## src/hdl/mf_pkg.sv

```systemverilog
package mf_pkg;

  // Configuration register indexes.
  typedef enum logic [1:0] {
    CFG_WIDTH  = 2'd0,
    CFG_HEIGHT = 2'd1,
    CFG_KERNEL = 2'd2
  } cfg_idx_t;

  // Control sequencer states.
  typedef enum logic [2:0] {
    ST_IDLE,
    ST_CHECK,
    ST_SCAN,
    ST_DECIDE,
    ST_EMIT
  } mf_state_t;

  localparam int REG_W  = 11;
  localparam int KSZ_W  = 3;
  localparam int RANK_W = 6;   // holds up to 7 * 7 window samples

  // Commands from the sequencer to the rank selector.
  typedef struct packed {
    logic       start;
    logic       accum;
    logic       decide;
    logic [2:0] bit_idx;
  } rs_ctl_t;

endpackage

```

## src/hdl/mf_rank_sel.sv

```systemverilog
module mf_rank_sel (
  input  logic                      clk,
  input  mf_pkg::rs_ctl_t           ctl,
  input  logic [mf_pkg::RANK_W-1:0] mid,
  input  logic [7:0]                sample,
  output logic [7:0]                result
);
  import mf_pkg::*;

  logic [7:0]        prefix;
  logic [RANK_W-1:0] rank;
  logic [RANK_W-1:0] cnt;
  logic [7:0]        hi_mask;
  logic              match;
  logic [RANK_W-1:0] total;

  // Sample agrees with the decided upper bits and has a zero at the current bit.
  always_comb begin
    hi_mask = 8'hFF << (ctl.bit_idx + 4'd1);
    match   = (((sample ^ prefix) & hi_mask) == 8'd0) && !sample[ctl.bit_idx];
    total   = cnt + ((ctl.accum && match) ? RANK_W'(1) : RANK_W'(0));
  end

  // Radix select: settle one bit of the median per pass.
  always_ff @(posedge clk) begin
    if (ctl.start) begin
      prefix <= 8'd0;
      rank   <= mid;
      cnt    <= '0;
    end else if (ctl.decide) begin
      cnt <= '0;
      if (rank >= total) begin
        rank                 <= rank - total;
        prefix[ctl.bit_idx]  <= 1'b1;
      end
    end else if (ctl.accum) begin
      cnt <= total;
    end
  end

  assign result = prefix;

endmodule

```

## config.mk

```make
export PLATFORM = sky130hd
export DESIGN_NAME = mf_rank_sel
export DESIGN_NICKNAME = d
export VERILOG_FILES = /design/src/hdl/mf_pkg.sv /design/src/hdl/mf_rank_sel.sv
export SDC_FILE = /design/constraint.sdc
export NUM_CORES = 1
export LEC_CHECK = 0
export BUFFER_PORTS_ARGS = -buffer_cell sky130_fd_sc_hd__buf_2
export CAP_MARGIN = 0
export CORE_MARGIN = 10
export CORE_UTILIZATION = 32
export DETAILED_ROUTE_END_ITERATION = 12
export PLACE_DENSITY_LB_ADDON = 0.2
export SYNTH_ARGS = -nofsm -noshare
export SYNTH_HDL_FRONTEND = slang
export SYNTH_SLANG_ARGS = --single-unit
```

## constraint.sdc

```tcl
create_clock -name clk -period 5.1 [get_ports clk]
set_input_delay 1.02 -clock clk [delete_from_list [all_inputs] [get_ports clk]]
set_output_delay 1.02 -clock clk [all_outputs]
set_load 0.05 [all_outputs]
```

==> metrics <==
Core ar.=4115 sq um; met2 usage in global routing=15.62%; Post-CTS Hold Fix Bufs=0; xor and xnor area share after synthesis=10.04%; initial drt markers=73; DIE HEIGHT=86.06 um; cell area power density=272.9 nW/um^2; Post-Route Setup TNS=0 ns; YS warnings=0; Final ANT Viol Nets=0; vias per cell=5.107; Synth Area in Adders=10.39%; final hold slack=0.4933 ns; post-synthesis simple-gate area fraction=17.29%; Yosys cell types=39; GRT Util Overall=9.590%; Pre-antenna DRT Iters=4; worst hold stages=2; Mapped Nets=182; Synth area leader=dfxtp_1; WP data required=5.07 ns; Mapped Cells=150; max frequency=0.2332 GHz; I/O pin cnt=29; vias in the first global route=1199; clk slew on worst S/H paths=0.08 ns; met3 Use GR=1.798%; fin util=39.19%; routing usage on met1=11.48%; Post-synth EDFFs=6; share of cells above drive strength 1=24.00%; first-pass GRT wire length=5754 um; DR vias=1149; post-CTS sizing=0; top post-synthesis cells by count=14 x dfxtp_1, 13 x nand2_1, 13 x xor2_1; post-synthesis sequential area ratio=32.97%; compound-cell area share of the yosys netlist=19.27%; async set-reset flop share out of synthesis=0%; CP Launch Point=ctl[2]; gr busiest metal=met2; max-slew violations=0; final hold viol count=0; status=completed; Max VDD drop=88.95 uV; Setup Fix Bufs, Post-CTS=0; port bufs=28; antenna violations before repair=0; leakage power=0.6734 nW; top post-synthesis cells by area=dfxtp_1 20%, edfxtp_1 13%, ha_1 9.0%, xor2_1 8.2%, nand2_1 3.5%; gr ovfl total=0; gpl congestion=0.7867; Least-Margin Pin Slew=0.4150 ns; Inserted Clock Buffers=3; root buf cell=clkbuf_8; Top FF cell, synth=dfxtp_1; most common cell in the synthesized netlist=dfxtp_1; Avg WL per Cell=15.32 um; P&R area growth vs syn=15.50%; Initial Util=33.93%; worst hold path type=flop to flop; RSZ-0062 raised after global routing=false; setup violators final=0; startpoint type of the worst setup path=input port; clk_skew=0.002272 ns; Antenna Diode Count=0; min-delay src=result[6]; fin crit share=84.07%; crit path time final=4.287 ns; die area=7405 sq um; Total Power=0.0004402 W; CTS H-tree lvls=1; FP Rows=23; Non-Filler Instances=225; WL final=3446 um; Worst-Skew Late Latency=0.26 ns; critical path type=input port to flop; syn_area_per_cell=9.309 sq um; largest net degree at the start of global routing=28; placed cell count=221; flops & latches, synth=20; Cell Area, Synth=1396 sq um; max-cap violations=0; critical path arrival=4.26 ns; DP HPWL=2795 um; largest family of logic cells by synthesized area=compound AO/OA/AOI/OAI gates; clk sinks=20; Die Width=86.06 um; R2R depth=12; Final #Nets=208; Worst Path Max Fanout=12; post-synthesis mux area share=4.570%; Yosys top cell area share=20.07%; Relative slew margins=72.33%; buffer depth of the longest clock path=2; worst r2r src=result[4]; Worst Setup End Kind=flop; CTS tree=done; Residual DRC=0
[per-stage QoR]
| step | cell area [sq um] | setup WS, ns |
|---|---|---|
| 6_report | 1613 | 0.8125 |
| 4_1_cts | 1613 | 0.7992 |
| 2_1_floorplan | 1396 | 0.9144 |
| 5_1_grt | 1613 | 0.5596 |
| 3_5_place_dp | 1568 | 0.5275 |
| 3_3_place_gp | 1568 | 0.6521 |
[critical path, stage by stage]
cell	delay (ns)
buf_2	0.22
mux4_2	0.52
mux2_2	0.28
a2111oi_2	0.37
ha_1	0.23
ha_1	0.23
xnor2_1	0.17
ha_1	0.33
nor2b_1	0.16
o21a_1	0.21
o311ai_4	0.30
nand2b_1	0.23
[sequential cells by signal (all words and copies together), names as in the netlist]
name and flops:
result 8, cnt 6, rank 6
[layout make-up]
class                      instances  area (sq um)
timing repair buffer              29         147.6
sequential                        20         460.4
tap                               50         62.56
inverter                          10         37.54
fill                             418          2502
clock buffer                       4         45.04
multi-input combinational        112         859.6
[report_power, final]
group / leakage (nW) / total [W] / internal (W) / switching (W)
Combinational: 0.476 / 0.000141 / 0.0000563 / 0.0000848
Sequential: 0.174 / 0.000188 / 0.000180 / 0.00000748
Clock: 0.0228 / 0.000111 / 0.0000557 / 0.0000555
Total: 0.673 / 0.000440 / 0.000292 / 0.000148
[per-layer routing]
layer / part of all wire, % / wire, um / vias to the layer above
met4: 2.4 / 81 / 0
met3: 3.5 / 120 / 8
met5: 0 / 0 / -
met2: 49 / 1699 / 22
met1: 45 / 1545 / 529
li1: - / - / 590
[final timing paths]
| path | end | slack, ns |
|---|---|---|
| worst max-delay path | rank[0] | 0.81 |
| worst max register to register | rank[0] | 1.73 |
| worst min-delay path | result[6] | 0.49 |
| worst min register to register | result[6] | 0.49 |
[placed cells by master, fill, tap and decap left out, drive strengths merged, types with 3 or more instances in the layout]
| cell type | Yosys | layout |
|---|---|---|
| dfxtp | 14 | 14 |
| xnor2 | 3 | 3 |
| nand2b | 7 | 7 |
| nand3 | 3 | 3 |
| or2 | 4 | 4 |
| o21ai | 5 | 5 |
| buf | 2 | 29 |
| o211ai | 3 | 3 |
| nand4 | 3 | 3 |
| clkbuf | 6 | 4 |
| inv | 10 | 10 |
| ha | 10 | 10 |
| o21a | 4 | 4 |
| nor3 | 3 | 3 |
| a22oi | 3 | 3 |
| nand2 | 13 | 13 |
| edfxtp | 6 | 6 |
| o31ai | 3 | 3 |
| nor2 | 7 | 7 |
| a21oi | 4 | 4 |
| xor2 | 13 | 13 |
| mux2i | 3 | 3 |
| o32ai | 5 | 5 |
[cell families after synthesis]
family / count (synthesis)
xor+xnor: 16
buf+inv: 18
mux: 5
flops: 20
simple gates: 47
fa+ha+maj: 11
compound gates: 33
Note: power is estimated with default switching activity, not from simulation.
